--- config.mk ---
export PLATFORM = sky130hd
export DESIGN_NAME = audio_frame_window_statistics_top
export DESIGN_NICKNAME = d
export VERILOG_FILES = /design/src/design/afws_pkg.sv /design/src/design/audio_frame_window_statistics_top.sv /design/src/design/afws_front.sv /design/src/design/afws_fifo.sv /design/src/design/afws_div.sv /design/src/design/afws_back.sv
export SDC_FILE = /design/constraint.sdc
export NUM_CORES = 1
export LEC_CHECK = 0
export BUFFER_PORTS_ARGS = -buffer_cell sky130_fd_sc_hd__buf_2
export CORE_ASPECT_RATIO = 1.75
export CORE_MARGIN = 2
export CORE_UTILIZATION = 40
export DETAILED_ROUTE_END_ITERATION = 7
export PLACE_DENSITY_LB_ADDON = 0.08
export SLEW_MARGIN = 10
export SYNTH_ARGS = -nofsm -noshare
export SYNTH_HDL_FRONTEND = slang
export SYNTH_SLANG_ARGS = --single-unit
--- constraint.sdc ---
create_clock -name clock -period 6.4 [get_ports clock]
set_clock_uncertainty 0.05 [all_clocks]
set_input_delay 1.28 -clock clock [delete_from_list [all_inputs] [get_ports clock]]
set_output_delay 1.28 -clock clock [all_outputs]
set_load 0.1 [all_outputs]
--- src/design/afws_pkg.sv ---
// ----------------------------------------------------------------------------
// afws_pkg
// types, constants and helper functions for the frame window statistics block
// ----------------------------------------------------------------------------
`default_nettype none

package afws_pkg;

   localparam int              WINDOW_BITS   = 8;
   localparam logic [7:0]      WINDOW_RESET  = 8'd33;
   localparam logic [8:0]      FRAME_SAMPLES = 9'd256;
   localparam int              DIV_BITS      = 32;
   localparam int              DVSR_BITS     = 16;
   localparam int              DIV_CNT_BITS  = $clog2(DIV_BITS);

   typedef struct packed {
      logic signed [15:0] frame_peak;
      logic        [8:0]  over_count;
      logic signed [23:0] mean_all_q8;
      logic signed [23:0] mean_over_q8;
   } req_data_type;

   typedef struct packed {
      logic signed [15:0] mean_peak;
      logic        [14:0] peak_hold;
      logic        [8:0]  over_count_per_frame;
      logic signed [15:0] mean_of_means;
      logic signed [15:0] mean_over_threshold;
   } rsp_data_type;

   typedef struct packed {
      logic signed [15:0]           frame_peak;
      logic        [8:0]            over_count;
      logic                         hit;
      logic signed [23:0]           mean_all_q8;
      logic signed [23:0]           mean_over_q8;
      logic                         last;
      logic        [WINDOW_BITS-1:0] frame_count;
   } queue_entry_type;

   typedef struct packed {
      logic full;
      logic empty;
   } fifo_status_type;

   typedef struct packed {
      logic                 start;
      logic [DIV_BITS-1:0]  dividend;
      logic [DVSR_BITS-1:0] divisor;
   } div_req_type;

   typedef struct packed {
      logic                done;
      logic [DIV_BITS-1:0] quotient;
   } div_rsp_type;

   typedef enum logic [1:0] {
      OP_PEAK = 2'd0,
      OP_OVER = 2'd1,
      OP_ALL  = 2'd2,
      OP_HIT  = 2'd3
   } div_op_type;

   function automatic logic [DIV_BITS-1:0] magnitude(input logic [DIV_BITS-1:0] value);
      logic [DIV_BITS-1:0] result;
      if (value[DIV_BITS-1]) begin
         result = ~value + DIV_BITS'(1);
      end else begin
         result = value;
      end
      return result;
   endfunction

   function automatic logic [15:0] sat_s16(input logic neg, input logic [DIV_BITS-1:0] mag);
      logic [15:0] result;
      if (neg) begin
         if (mag > DIV_BITS'(32768)) begin
            result = 16'h8000;
         end else begin
            result = ~mag[15:0] + 16'd1;
         end
      end else if (mag > DIV_BITS'(32767)) begin
         result = 16'h7FFF;
      end else begin
         result = mag[15:0];
      end
      return result;
   endfunction

   function automatic logic [8:0] sat_u9(input logic [DIV_BITS-1:0] mag);
      logic [8:0] result;
      if (mag > DIV_BITS'(511)) begin
         result = 9'h1FF;
      end else begin
         result = mag[8:0];
      end
      return result;
   endfunction

endpackage

`default_nettype wire

--- src/design/audio_frame_window_statistics_top.sv ---
// ----------------------------------------------------------------------------
// audio_frame_window_statistics_top
// per-window block average with peak hold over microphone frame summaries
//
//   channel   direction   handshake               payload
//   req       in          req_valid / req_ready   afws_pkg::req_data_type
//   rsp       out         rsp_valid / rsp_ready   afws_pkg::rsp_data_type
//   csr       in          csr_wr_en               csr_wr_data, frames per window
//
// one frame transaction per cycle enters the queue while it has room; the
// back end folds one queued frame into the sums per cycle while it is
// accumulating; at window end the shared restoring divider runs four
// quotients in turn before the result is registered
// synchronous active-high reset clears all sums and the queue
// a waiting result does not stop the next window from accumulating
// ----------------------------------------------------------------------------
`default_nettype none

module audio_frame_window_statistics_top #(
   parameter int QUEUE_DEPTH = 2
) (
   input  logic                    clock,
   input  logic                    reset,
   input  logic                    csr_wr_en,
   input  logic [7:0]              csr_wr_data,
   input  logic                    req_valid,
   output logic                    req_ready,
   input  afws_pkg::req_data_type  req_data,
   output logic                    rsp_valid,
   input  logic                    rsp_ready,
   output afws_pkg::rsp_data_type  rsp_data
);

   afws_pkg::fifo_status_type  fifo_status;
   afws_pkg::queue_entry_type  push_entry;
   afws_pkg::queue_entry_type  pop_entry;
   afws_pkg::div_req_type      div_req;
   afws_pkg::div_rsp_type      div_rsp;
   logic                       push;
   logic                       pop;

   afws_front u_front (
      .clock       (clock),
      .reset       (reset),
      .csr_wr_en   (csr_wr_en),
      .csr_wr_data (csr_wr_data),
      .req_valid   (req_valid),
      .req_data    (req_data),
      .req_ready   (req_ready),
      .fifo_status (fifo_status),
      .push        (push),
      .push_entry  (push_entry)
   );

   afws_fifo #(
      .DEPTH (QUEUE_DEPTH)
   ) u_fifo (
      .clock      (clock),
      .reset      (reset),
      .push       (push),
      .push_entry (push_entry),
      .pop        (pop),
      .pop_entry  (pop_entry),
      .status     (fifo_status)
   );

   afws_div u_div (
      .clock   (clock),
      .reset   (reset),
      .div_req (div_req),
      .div_rsp (div_rsp)
   );

   afws_back u_back (
      .clock       (clock),
      .reset       (reset),
      .fifo_status (fifo_status),
      .pop_entry   (pop_entry),
      .pop         (pop),
      .div_req     (div_req),
      .div_rsp     (div_rsp),
      .rsp_valid   (rsp_valid),
      .rsp_ready   (rsp_ready),
      .rsp_data    (rsp_data)
   );

endmodule

`default_nettype wire

--- src/design/afws_front.sv ---
// ----------------------------------------------------------------------------
// afws_front
// accepts frame summaries, clamps the over count and marks the window end
// ----------------------------------------------------------------------------
`default_nettype none

module afws_front (
   input  logic                       clock,
   input  logic                       reset,
   input  logic                       csr_wr_en,
   input  logic [7:0]                 csr_wr_data,
   input  logic                       req_valid,
   input  afws_pkg::req_data_type     req_data,
   output logic                       req_ready,
   input  afws_pkg::fifo_status_type  fifo_status,
   output logic                       push,
   output afws_pkg::queue_entry_type  push_entry
);

   logic [7:0] frames_per_window_ff, frames_per_window_in;
   logic [7:0] frame_counter_ff, frame_counter_in;
   logic [7:0] limit;
   logic [7:0] count_next;
   logic       last;

   assign req_ready  = !fifo_status.full;
   assign push       = req_valid && req_ready;
   assign limit      = (frames_per_window_ff == 8'd0) ? 8'd1 : frames_per_window_ff;
   assign count_next = frame_counter_ff + 8'd1;
   assign last       = (count_next >= limit);

   always_comb begin
      push_entry.frame_peak   = req_data.frame_peak;
      push_entry.over_count   = (req_data.over_count > afws_pkg::FRAME_SAMPLES) ?
                                afws_pkg::FRAME_SAMPLES : req_data.over_count;
      push_entry.hit          = |req_data.over_count;
      push_entry.mean_all_q8  = req_data.mean_all_q8;
      push_entry.mean_over_q8 = req_data.mean_over_q8;
      push_entry.last         = last;
      push_entry.frame_count  = count_next;
   end

   always_comb begin
      frames_per_window_in = csr_wr_en ? csr_wr_data : frames_per_window_ff;
      frame_counter_in     = frame_counter_ff;
      if (push) begin
         frame_counter_in = last ? 8'd0 : count_next;
      end
   end

   always_ff @(posedge clock) begin
      if (reset) begin
         frames_per_window_ff <= afws_pkg::WINDOW_RESET;
         frame_counter_ff     <= 8'd0;
      end else begin
         frames_per_window_ff <= frames_per_window_in;
         frame_counter_ff     <= frame_counter_in;
      end
   end

endmodule

`default_nettype wire

--- src/design/afws_fifo.sv ---
// ----------------------------------------------------------------------------
// afws_fifo
// short queue of classified frame transactions between front and back
// ----------------------------------------------------------------------------
`default_nettype none

module afws_fifo #(
   parameter int DEPTH = 2
) (
   input  logic                       clock,
   input  logic                       reset,
   input  logic                       push,
   input  afws_pkg::queue_entry_type  push_entry,
   input  logic                       pop,
   output afws_pkg::queue_entry_type  pop_entry,
   output afws_pkg::fifo_status_type  status
);

   localparam int                    PTR_BITS = $clog2(DEPTH);
   localparam int                    CNT_BITS = $clog2(DEPTH + 1);
   localparam logic [PTR_BITS-1:0]   LAST_PTR = PTR_BITS'(DEPTH - 1);
   localparam logic [CNT_BITS-1:0]   FULL_CNT = CNT_BITS'(DEPTH);

   afws_pkg::queue_entry_type entries_ff [DEPTH];
   logic [PTR_BITS-1:0] wr_ptr_ff, wr_ptr_in;
   logic [PTR_BITS-1:0] rd_ptr_ff, rd_ptr_in;
   logic [CNT_BITS-1:0] count_ff, count_in;

   assign status.full  = (count_ff == FULL_CNT);
   assign status.empty = (count_ff == '0);
   assign pop_entry    = entries_ff[rd_ptr_ff];

   always_comb begin
      wr_ptr_in = wr_ptr_ff;
      rd_ptr_in = rd_ptr_ff;
      count_in  = count_ff;
      if (push) begin
         wr_ptr_in = (wr_ptr_ff == LAST_PTR) ? '0 : wr_ptr_ff + PTR_BITS'(1);
      end
      if (pop) begin
         rd_ptr_in = (rd_ptr_ff == LAST_PTR) ? '0 : rd_ptr_ff + PTR_BITS'(1);
      end
      case ({push, pop})
         2'b10:   count_in = count_ff + CNT_BITS'(1);
         2'b01:   count_in = count_ff - CNT_BITS'(1);
         default: count_in = count_ff;
      endcase
   end

   always_ff @(posedge clock) begin
      if (reset) begin
         wr_ptr_ff <= '0;
         rd_ptr_ff <= '0;
         count_ff  <= '0;
      end else begin
         wr_ptr_ff <= wr_ptr_in;
         rd_ptr_ff <= rd_ptr_in;
         count_ff  <= count_in;
      end
   end

   always_ff @(posedge clock) begin
      if (push) begin
         entries_ff[wr_ptr_ff] <= push_entry;
      end
   end

endmodule

`default_nettype wire

--- src/design/afws_div.sv ---
// ----------------------------------------------------------------------------
// afws_div
// unsigned restoring divider, one quotient bit per cycle
// ----------------------------------------------------------------------------
`default_nettype none

module afws_div (
   input  logic                   clock,
   input  logic                   reset,
   input  afws_pkg::div_req_type  div_req,
   output afws_pkg::div_rsp_type  div_rsp
);

   localparam int DB = afws_pkg::DIV_BITS;
   localparam int VB = afws_pkg::DVSR_BITS;
   localparam int CB = afws_pkg::DIV_CNT_BITS;

   logic [DB-1:0] quot_ff, quot_in;
   logic [VB-1:0] rem_ff, rem_in;
   logic [VB-1:0] divisor_ff, divisor_in;
   logic [CB-1:0] count_ff, count_in;
   logic          busy_ff, busy_in;
   logic          done_ff, done_in;
   logic [VB:0]   rem_shift;
   logic [VB:0]   rem_sub;

   assign rem_shift        = {rem_ff, quot_ff[DB-1]};
   assign rem_sub          = rem_shift - {1'b0, divisor_ff};
   assign div_rsp.done     = done_ff;
   assign div_rsp.quotient = quot_ff;

   always_comb begin
      quot_in    = quot_ff;
      rem_in     = rem_ff;
      divisor_in = divisor_ff;
      count_in   = count_ff;
      busy_in    = busy_ff;
      done_in    = 1'b0;
      if (div_req.start) begin
         quot_in    = div_req.dividend;
         rem_in     = '0;
         divisor_in = div_req.divisor;
         count_in   = '0;
         busy_in    = 1'b1;
      end else if (busy_ff) begin
         if (!rem_sub[VB]) begin
            rem_in  = rem_sub[VB-1:0];
            quot_in = {quot_ff[DB-2:0], 1'b1};
         end else begin
            rem_in  = rem_shift[VB-1:0];
            quot_in = {quot_ff[DB-2:0], 1'b0};
         end
         count_in = count_ff + CB'(1);
         if (count_ff == '1) begin
            busy_in = 1'b0;
            done_in = 1'b1;
         end
      end
   end

   always_ff @(posedge clock) begin
      if (reset) begin
         busy_ff  <= 1'b0;
         done_ff  <= 1'b0;
         count_ff <= '0;
      end else begin
         busy_ff  <= busy_in;
         done_ff  <= done_in;
         count_ff <= count_in;
      end
   end

   always_ff @(posedge clock) begin
      quot_ff    <= quot_in;
      rem_ff     <= rem_in;
      divisor_ff <= divisor_in;
   end

endmodule

`default_nettype wire

--- src/design/afws_back.sv ---
// ----------------------------------------------------------------------------
// afws_back
// window accumulators, quotient sequencing and the result register
// ----------------------------------------------------------------------------
`default_nettype none

module afws_back (
   input  logic                       clock,
   input  logic                       reset,
   input  afws_pkg::fifo_status_type  fifo_status,
   input  afws_pkg::queue_entry_type  pop_entry,
   output logic                       pop,
   output afws_pkg::div_req_type      div_req,
   input  afws_pkg::div_rsp_type      div_rsp,
   output logic                       rsp_valid,
   input  logic                       rsp_ready,
   output afws_pkg::rsp_data_type     rsp_data
);

   typedef enum logic [3:0] {
      ST_ACCUM = 4'b0001,
      ST_LOAD  = 4'b0010,
      ST_WAIT  = 4'b0100,
      ST_DONE  = 4'b1000
   } state_type;

   state_type                state_ff, state_in;
   afws_pkg::div_op_type     op_ff, op_in;
   logic signed [23:0]       peak_sum_ff, peak_sum_in;
   logic signed [15:0]       peak_max_ff, peak_max_in;
   logic        [16:0]       over_sum_ff, over_sum_in;
   logic        [7:0]        hit_count_ff, hit_count_in;
   logic signed [31:0]       all_sum_ff, all_sum_in;
   logic signed [31:0]       hit_sum_ff, hit_sum_in;
   logic        [7:0]        frames_ff, frames_in;
   afws_pkg::rsp_data_type   res_ff, res_in;
   afws_pkg::rsp_data_type   rsp_data_ff, rsp_data_in;
   logic                     rsp_valid_ff, rsp_valid_in;
   logic                     neg;

   assign rsp_valid = rsp_valid_ff;
   assign rsp_data  = rsp_data_ff;
   assign pop       = (state_ff == ST_ACCUM) && !fifo_status.empty;

   // operand selection
   always_comb begin
      div_req.start = (state_ff == ST_LOAD);
      case (op_ff)
         afws_pkg::OP_PEAK: begin
            neg              = peak_sum_ff[23];
            div_req.dividend = afws_pkg::magnitude({{8{peak_sum_ff[23]}}, peak_sum_ff});
            div_req.divisor  = {8'd0, frames_ff};
         end
         afws_pkg::OP_OVER: begin
            neg              = 1'b0;
            div_req.dividend = {15'd0, over_sum_ff};
            div_req.divisor  = {8'd0, frames_ff};
         end
         afws_pkg::OP_ALL: begin
            neg              = all_sum_ff[31];
            div_req.dividend = afws_pkg::magnitude(all_sum_ff);
            div_req.divisor  = {frames_ff, 8'd0};
         end
         default: begin
            neg              = hit_sum_ff[31];
            div_req.dividend = afws_pkg::magnitude(hit_sum_ff);
            div_req.divisor  = {hit_count_ff, 8'd0};
         end
      endcase
   end

   always_comb begin
      state_in     = state_ff;
      op_in        = op_ff;
      peak_sum_in  = peak_sum_ff;
      peak_max_in  = peak_max_ff;
      over_sum_in  = over_sum_ff;
      hit_count_in = hit_count_ff;
      all_sum_in   = all_sum_ff;
      hit_sum_in   = hit_sum_ff;
      frames_in    = frames_ff;
      res_in       = res_ff;
      rsp_data_in  = rsp_data_ff;
      rsp_valid_in = rsp_valid_ff && !rsp_ready;
      case (state_ff)
         ST_ACCUM: begin
            if (pop) begin
               peak_sum_in  = peak_sum_ff + {{8{pop_entry.frame_peak[15]}}, pop_entry.frame_peak};
               if ($signed(pop_entry.frame_peak) > peak_max_ff) begin
                  peak_max_in = pop_entry.frame_peak;
               end
               over_sum_in  = over_sum_ff + {8'd0, pop_entry.over_count};
               hit_count_in = hit_count_ff + {7'd0, pop_entry.hit};
               all_sum_in   = all_sum_ff +
                              {{8{pop_entry.mean_all_q8[23]}}, pop_entry.mean_all_q8};
               hit_sum_in   = hit_sum_ff +
                              {{8{pop_entry.mean_over_q8[23]}}, pop_entry.mean_over_q8};
               if (pop_entry.last) begin
                  frames_in = pop_entry.frame_count;
                  op_in     = afws_pkg::OP_PEAK;
                  state_in  = ST_LOAD;
               end
            end
         end
         ST_LOAD: begin
            state_in = ST_WAIT;
         end
         ST_WAIT: begin
            if (div_rsp.done) begin
               state_in = ST_LOAD;
               case (op_ff)
                  afws_pkg::OP_PEAK: begin
                     res_in.mean_peak = afws_pkg::sat_s16(neg, div_rsp.quotient);
                     op_in            = afws_pkg::OP_OVER;
                  end
                  afws_pkg::OP_OVER: begin
                     res_in.over_count_per_frame = afws_pkg::sat_u9(div_rsp.quotient);
                     op_in                       = afws_pkg::OP_ALL;
                  end
                  afws_pkg::OP_ALL: begin
                     res_in.mean_of_means = afws_pkg::sat_s16(neg, div_rsp.quotient);
                     op_in                = afws_pkg::OP_HIT;
                  end
                  default: begin
                     res_in.mean_over_threshold = (hit_count_ff == 8'd0) ? 16'sd0 :
                                                  afws_pkg::sat_s16(neg, div_rsp.quotient);
                     state_in                   = ST_DONE;
                  end
               endcase
            end
         end
         ST_DONE: begin
            if (!rsp_valid_ff || rsp_ready) begin
               rsp_data_in           = res_ff;
               rsp_data_in.peak_hold = peak_max_ff[14:0];
               rsp_valid_in          = 1'b1;
               peak_sum_in           = '0;
               peak_max_in           = '0;
               over_sum_in           = '0;
               hit_count_in          = '0;
               all_sum_in            = '0;
               hit_sum_in            = '0;
               state_in              = ST_ACCUM;
            end
         end
         default: begin
            state_in = ST_ACCUM;
         end
      endcase
   end

   always_ff @(posedge clock) begin
      if (reset) begin
         state_ff     <= ST_ACCUM;
         op_ff        <= afws_pkg::OP_PEAK;
         peak_sum_ff  <= '0;
         peak_max_ff  <= '0;
         over_sum_ff  <= '0;
         hit_count_ff <= '0;
         all_sum_ff   <= '0;
         hit_sum_ff   <= '0;
         frames_ff    <= '0;
         rsp_valid_ff <= 1'b0;
      end else begin
         state_ff     <= state_in;
         op_ff        <= op_in;
         peak_sum_ff  <= peak_sum_in;
         peak_max_ff  <= peak_max_in;
         over_sum_ff  <= over_sum_in;
         hit_count_ff <= hit_count_in;
         all_sum_ff   <= all_sum_in;
         hit_sum_ff   <= hit_sum_in;
         frames_ff    <= frames_in;
         rsp_valid_ff <= rsp_valid_in;
      end
   end

   always_ff @(posedge clock) begin
      res_ff      <= res_in;
      rsp_data_ff <= rsp_data_in;
   end

endmodule

`default_nettype wire

==> results of run 1 <==
-- critical path: cells and delay by family, from the launching register on --
kind	cells	cell delay (ns)
flops	1	0.83
compound gates	7	1.73
buf+inv	1	0.36
fa+ha+maj	1	0.18
simple gates	1	0.65
mux	2	0.52
-- layout by cell type (no fill, tap or decap), types with 11 or more instances in the layout --
| master | count |
|---|---|
| a31oi_1 | 12 |
| nor2b_1 | 27 |
| nor2_1 | 189 |
| and2_1 | 25 |
| buf_2 | 158 |
| o31ai_1 | 50 |
| xor2_1 | 61 |
| ha_1 | 147 |
| a221oi_1 | 23 |
| nand3_1 | 61 |
| nor4_1 | 17 |
| dfxtp_1 | 187 |
| or4_1 | 11 |
| o21bai_1 | 12 |
| and3_1 | 11 |
| xnor2_1 | 121 |
| a211oi_1 | 37 |
| nand2b_1 | 31 |
| mux2i_1 | 40 |
| bufinv_16 | 11 |
| nand4_1 | 16 |
| a21o_1 | 54 |
| edfxtp_1 | 343 |
| o21a_1 | 22 |
| clkbuf_16 | 52 |
| mux2_2 | 73 |
| a21oi_1 | 166 |
| buf_4 | 31 |
| o211ai_1 | 19 |
| nor3_1 | 35 |
| or3_1 | 33 |
| inv_1 | 100 |
| o21ai_0 | 151 |
| nand2_1 | 217 |
| a22oi_1 | 39 |
-- logic make-up (layout without fill, tap and decap cells) --
family	after synthesis	count (layout)
simple gates	729	729
compound gates	664	664
flops	531	531
buf+inv	206	386
xor+xnor	183	183
fa+ha+maj	153	153
mux	113	113
-- stage by stage --
step | power, mW | setup WS (ns)
5_1_grt | 16.1 | 1.47
4_1_cts | 15.2 | 1.83
2_1_floorplan | 9.83 | 0.731
3_5_place_dp | 11.8 | 1.85
6_report | 15.0 | 1.94
3_3_place_gp | 11.6 | 1.93
-- how the worst min path moves through the flow --
stage | from | end | slack, ns | cells past startpoint
2_1_floorplan | u_back.res_ff[0] | u_back.rsp_data[0] | 0.35 | 0
3_3_place_gp | u_back.res_ff[7] | u_back.rsp_data[7] | 0.35 | 0
3_5_place_dp | u_back.res_ff[40] | u_back.rsp_data[40] | 0.35 | 0
4_1_cts | u_back.res_ff[65] | u_back.rsp_data[65] | 0.37 | 0
5_1_grt | u_back.res_ff[6] | u_back.rsp_data[6] | 0.37 | 0
6_report | u_back.res_ff[65] | u_back.rsp_data[65] | 0.37 | 0
-- sequential cells by signal, indices dropped and copies added, names as in the netlist, 17 cells and up, named ones only --
| name | flops |
|---|---|
| u_back.rsp_data | 72 |
| u_fifo.entries_ff | 166 |
| u_div.quot_ff | 32 |
| u_back.res_ff | 57 |
| u_back.all_sum_ff | 32 |
| u_back.hit_sum_ff | 32 |
| u_back.over_sum_ff | 17 |
| u_back.peak_sum_ff | 24 |
-- routing by layer --
layer	up-vias	GRT usage	part of all wire
met5	-	0	0
met4	0	0.105	0.053
met3	148	0.0271	0.038
met2	473	0.395	0.53
met1	9740	0.221	0.38
li1	9849	-	-
-- final cells by class --
type                       count  area, sq um  area share
multi-input combinational   1842        12700       0.408
tap                          903         1130      0.0363
sequential                   531        14100       0.451
inverter                     102          383      0.0123
timing repair buffer         189         1020      0.0328
clock buffer                  57         1340      0.0430
clock inverter                38          507      0.0163
-- power groups by stage --
| stage | combinational (mW) | sequential (mW) | clock [mW] |
|---|---|---|---|
| after floorplan | 5.04 | 4.80 | 0 |
| after global placement | 6.56 | 5.09 | 0 |
| after detailed placement | 6.66 | 5.10 | 0 |
| after CTS | 6.70 | 5.03 | 3.44 |
| after global routing | 7.42 | 5.12 | 3.56 |
| final | 6.67 | 5.02 | 3.35 |
==> flow_metrics.tcl, run 1 <==
set metrics [dict create \
    power_leakage_nw 11.7 \
    grt_antenna_before_repair 0 \
    fin_cells 3662 \
    tightest_slew_ns 1.10 \
    outcome "finished clean" \
    drc 0 \
    setup_violations 0 \
    clock.fmax_mhz 224 \
    synth-xor-area-share 0.0583 \
    stdcell_area_sq_um 31200 \
    grt_pass1_wl_mm 115 \
    p_per_area_nw_per_um2 483 \
    synth_adder_area_share 0.0710 \
    ys_ff_latch 531 \
    critPathLaunchType "flop" \
    die_h_microns 351 \
    cts.sinks 531 \
    routabilityCongestion 0.884 \
    worstRegToRegCells 12 \
    synth_common_cells "343 x edfxtp_1, 218 x nand2_1, 193 x nor2_1, 188 x dfxtp_1, 166 x a21oi_1" \
    worstPathRequired_ns 6.87 \
    cts_resized 0 \
    crit_chain "buf_4 -> mux2_2 -> ha_1 -> a21o_1 -> a21o_1 -> a21oi_1 -> o21ai_0 -> a221oi_1 -> mux2i_1 -> o21ai_0 -> nand2_1 -> o31ai_1" \
    cts_buffers 51 \
    cts.path.max_buffers 3 \
    synth_compound_area_frac 0.158 \
    cts.htree.levels 2 \
    drive_above_1_share 0.141 \
    ant_nets 0 \
    synth_top_family_by_area "compound AO/OA/AOI/OAI gates" \
    synthesis.nets 2818 \
    grt_pass1_vias 20600 \
    final.setup.tns_ns 0 \
    synth.avg_cell_area_sq_um 10.7 \
    io_pins 160 \
    critPathCapture "u_back.peak_max_ff[6]" \
    slew-limit-headroom 0.265 \
    cts_tree "done" \
    p_sw_frac 0.403 \
    clockPowerShare 0.223 \
    fin_util 0.456 \
    cpPeakStageDelay_ns 0.83 \
    antenna_cells 0 \
    net-switching-power_mw 6.07 \
    p_int_mw 8.98 \
    overflow 0 \
    yosysUniqueCellTypes 82 \
    rsz0062_at_grt "no" \
    die-area_sq_um 71000 \
    fin_crit_sh 0.697 \
    core_sq_um 68300 \
    postCtsSetupRepairBufs 0 \
    wl_mm 73.5 \
    finalNetCount 2956 \
    port_buffers 159 \
    cp_max_fo 47 \
    drv_cap 0 \
    die_w_microns 202 \
    worstSkewPairLatency_ns 0.62 \
    yosys_warnings 0 \
    crit_type "flop to flop" \
    critPathSlowestCell "dfxtp_4" \
    min_path_type "flop to flop" \
    reg2reg_slack_ns 1.94 \
    grt.total_usage 0.207 \
    synth_area_sq_um 27500 \
    clk_pin_slew_ns 0.07 \
    synthTopCellsByArea "edfxtp_1 37%, dfxtp_1 14%, ha_1 6.7%, xnor2_1 3.9%, a21oi_1 3.0%" \
    period_needed_ns 4.46 \
    dp_cells 3567 \
    reg2reg_to "u_back.peak_max_ff[6]" \
    synth_top_cell_area_share 0.374 \
    yosysSeqAreaShare 0.511 \
    cts_root_buffer "clkbuf_16" \
    synth_enable_flop_cells 343 \
    pwr-share-seq 0.334 \
    grt_start_max_net_pins 73 \
    start_util 0.403 \
    firstDrtPassIters 5 \
    drt_iter0_markers 968 \
    slew_violations 0 \
    wl_per_cell_microns 20.1 \
    hpwlAfterDp_mm 54.1 \
    rows 127 \
    end_kind "flop" \
    yosys-mux-area-fraction 0.0444 \
    area.growth.synth_to_final_pct 13.3 \
    pwr-share-comb 0.443 \
    cp.arrival_ns 4.93 \
    syn_inst 2579 \
    placed_area_sq_um 29300 \
    synth-simple-area-share 0.129 \
    vias_per_cell 5.52 \
    ctsHoldBuffers 0 \
    holdWs_ns 0.365 \
    final_hold_viol_count 0 \
    ys.flop_type "edfxtp_1" \
    yosysMostFrequentCell "edfxtp_1" \
    synth_top_cell_by_area "edfxtp_1" \
    peakVddDrop_v 0.000215 \
    vias 20200 \
    async_reset_ff_frac 0 \
    nFillCells 6450 \
]
(Power assumes the default switching activity.)
==> run 2, diff against run 1 <==
==> constraint.sdc (replaced) <==
create_clock -name clock -period 3.7 [get_ports clock]
set_clock_uncertainty 0.05 [all_clocks]
set_input_delay 0.74 -clock clock [delete_from_list [all_inputs] [get_ports clock]]
set_output_delay 0.74 -clock clock [all_outputs]
set_load 0.1 [all_outputs]
==> flow_metrics.tcl, run 2 (synthesis gave the netlist of run 1 again) <==
set metrics [dict create \
    fin_crit_sh 0.971 \
    net-switching-power_mw 11.0 \
    cts_buffers 51 \
    cts_tree "done" \
    cp.arrival_ns 4.04 \
    start_util 0.403 \
    cts_root_buffer "clkbuf_16" \
    core_sq_um 68300 \
    crit_chain "buf_4 -> buf_4 -> mux2_2 -> ha_2 -> or4_4 -> or2_2 -> a21oi_2 -> a211oi_2 -> a31oi_2 -> a21oi_2 -> buf_4 -> o41ai_4 -> xor2_1 -> o21ai_0" \
    p_int_mw 15.9 \
    ant_nets 0 \
    path_common_cell "buf_4" \
    p_sw_frac 0.408 \
    grtUsageMet1 0.224 \
    critPathLaunchType "flop" \
    end_kind "flop" \
    clock.fmax_mhz 278 \
    outcome "finished clean" \
    grt_pass1_vias 20900 \
    worstSkewPairLatency_ns 0.64 \
    busiest_layer "met2" \
    cts.sinks 531 \
    layout_commonest_cell "edfxtp_1" \
    clk_pin_slew_ns 0.06 \
    overflow 0 \
    drive_above_1_share 0.190 \
    timing.final.ws_setup_ns 0.107 \
    rows 127 \
    io_pins 160 \
    nFillCells 6400 \
    hpwlAfterDp_mm 56.2 \
    cpPeakStageDelay_ns 0.54 \
    crit_type "flop to flop" \
    peakVddDrop_v 0.000431 \
    vias_per_cell 5.45 \
    wl_mm 75.4 \
    pwr-share-comb 0.487 \
    area.growth.synth_to_final_pct 17.4 \
    antenna_cells 0 \
    die_w_microns 202 \
    slew-limit-headroom 0.319 \
    worstRegToRegCells 14 \
    vias 20500 \
    drc 0 \
    tightest_slew_ns 1.02 \
    multi_input_area_sq_um 13100 \
    die-area_sq_um 71000 \
    grt_antenna_before_repair 1 \
    use_met3 0.0258 \
    p_per_area_nw_per_um2 833 \
    min_path_type "primary input to flop" \
    wl_per_cell_microns 20.0 \
    grt_start_max_net_pins 73 \
    period_needed_ns 3.59 \
    grt_pass1_wl_mm 117 \
    drt_iter0_markers 996 \
    largest_reg_flops 166 \
    cts.htree.levels 2 \
    final_hold_viol_count 0 \
    worstPathRequired_ns 4.15 \
    design_power_total_mw 26.9 \
    slew_violations 0 \
    setup_violations 0 \
    power_leakage_nw 12.2 \
    ctsHoldBuffers 0 \
    port_buffers 159 \
    pwr-share-seq 0.317 \
    layout_common_cells "343 x edfxtp_1, 217 x nand2_1, 188 x nor2_1" \
    rsz0062_at_grt "yes" \
    worstHoldPathCells 1 \
    routabilityCongestion 0.899 \
    ff_latch_area_sq_um 14100 \
    cp_max_fo 5 \
    die_h_microns 351 \
    place_ws_ns -0.0784 \
    regMostFlops "u_fifo.entries_ff" \
    drv_cap 0 \
    grt.total_usage 0.210 \
    cts.path.max_buffers 3 \
    critPathSlowestCell "or4_4" \
    firstDrtPassIters 7 \
    finalNetCount 3064 \
    clockPowerShare 0.195 \
    use_met2 0.404 \
]
run 2: cell types whose count changed in the layout (fill, tap and decap cells not counted), moves of 6 or more:
cell	previous run	this run
a21oi_2	0	8
ha_4	0	8
a211oi_1	37	30
a211oi_2	0	7
clkbuf_1	3	13
o21ai_1	4	10
a21oi_1	166	157
bufinv_16	11	3
ha_1	147	135
buf_12	0	6
o21ai_0	151	140
buf_4	31	130
run 2: routing by layer:
layer / share of wire / vias to the layer above
met3: 0.033 / 159
met2: 0.53 / 428
li1: - / 10000
met1: 0.38 / 9907
met5: 0 / -
met4: 0.052 / 0
run 2: path summary, 6_finish.rpt:
check,to,slack (ns),from
min,u_fifo.entries_ff[1][76],0.24,req_data[66]
max reg2reg,u_back.peak_sum_ff[21],0.11,flop
min reg2reg,u_back.rsp_data[57],0.37,u_back.res_ff[57]
max,u_back.peak_sum_ff[21],0.11,flop
run 2: power by group through the flow:
| stage | clock network [mW] | logic, mW | registers (mW) |
|---|---|---|---|
| after floorplan | 0 | 8.76 | 8.27 |
| after global placement | 0 | 12.3 | 8.62 |
| after detailed placement | 0 | 12.5 | 8.65 |
| after CTS | 5.42 | 12.6 | 8.52 |
| after global routing | 5.62 | 14.4 | 8.66 |
| final | 5.25 | 13.1 | 8.53 |
run 2: worst max-delay path: cells and delay by family, from the launching register on:
family          cells  cell delay [ns]
compound gates      6             0.95
xor+xnor            1             0.21
fa+ha+maj           1             0.20
buf+inv             3             0.46
flops               1             0.36
mux                 1             0.37
simple gates        2             0.84
run 2: metrics by stage:
step	hold slack (ns)	area, sq um	std cells	util	setup TNS [ns]
global placement	0.352	30100	3664	0.441	0
CTS	0.193	31800	3760	0.466	-0.0535
finish	0.235	32300	3770	0.472	0
detailed placement	0.355	30100	3664	0.441	-0.170
global route	0.202	32300	3770	0.472	-0.0741
floorplan	0.350	27600	2579	-	0
run 2: cell type report:
type                    instances  area share
flip-flops and latches        531       0.436
multi-input cells            1842       0.406
repair buffers                297      0.0603
clock buffers                  68      0.0428
well taps                     903      0.0350
inverters                     102      0.0119
clock inverters                27     0.00872
run 2: timing repair:
action | CTS | global route
gates cloned | 0 | 2
hold endpoints to repair | 0 | 0
setup endpoints to repair | 7 | 49
setup buffers | 1 | 8
pin swaps | 1 | 20
gates resized for setup | 4 | 74
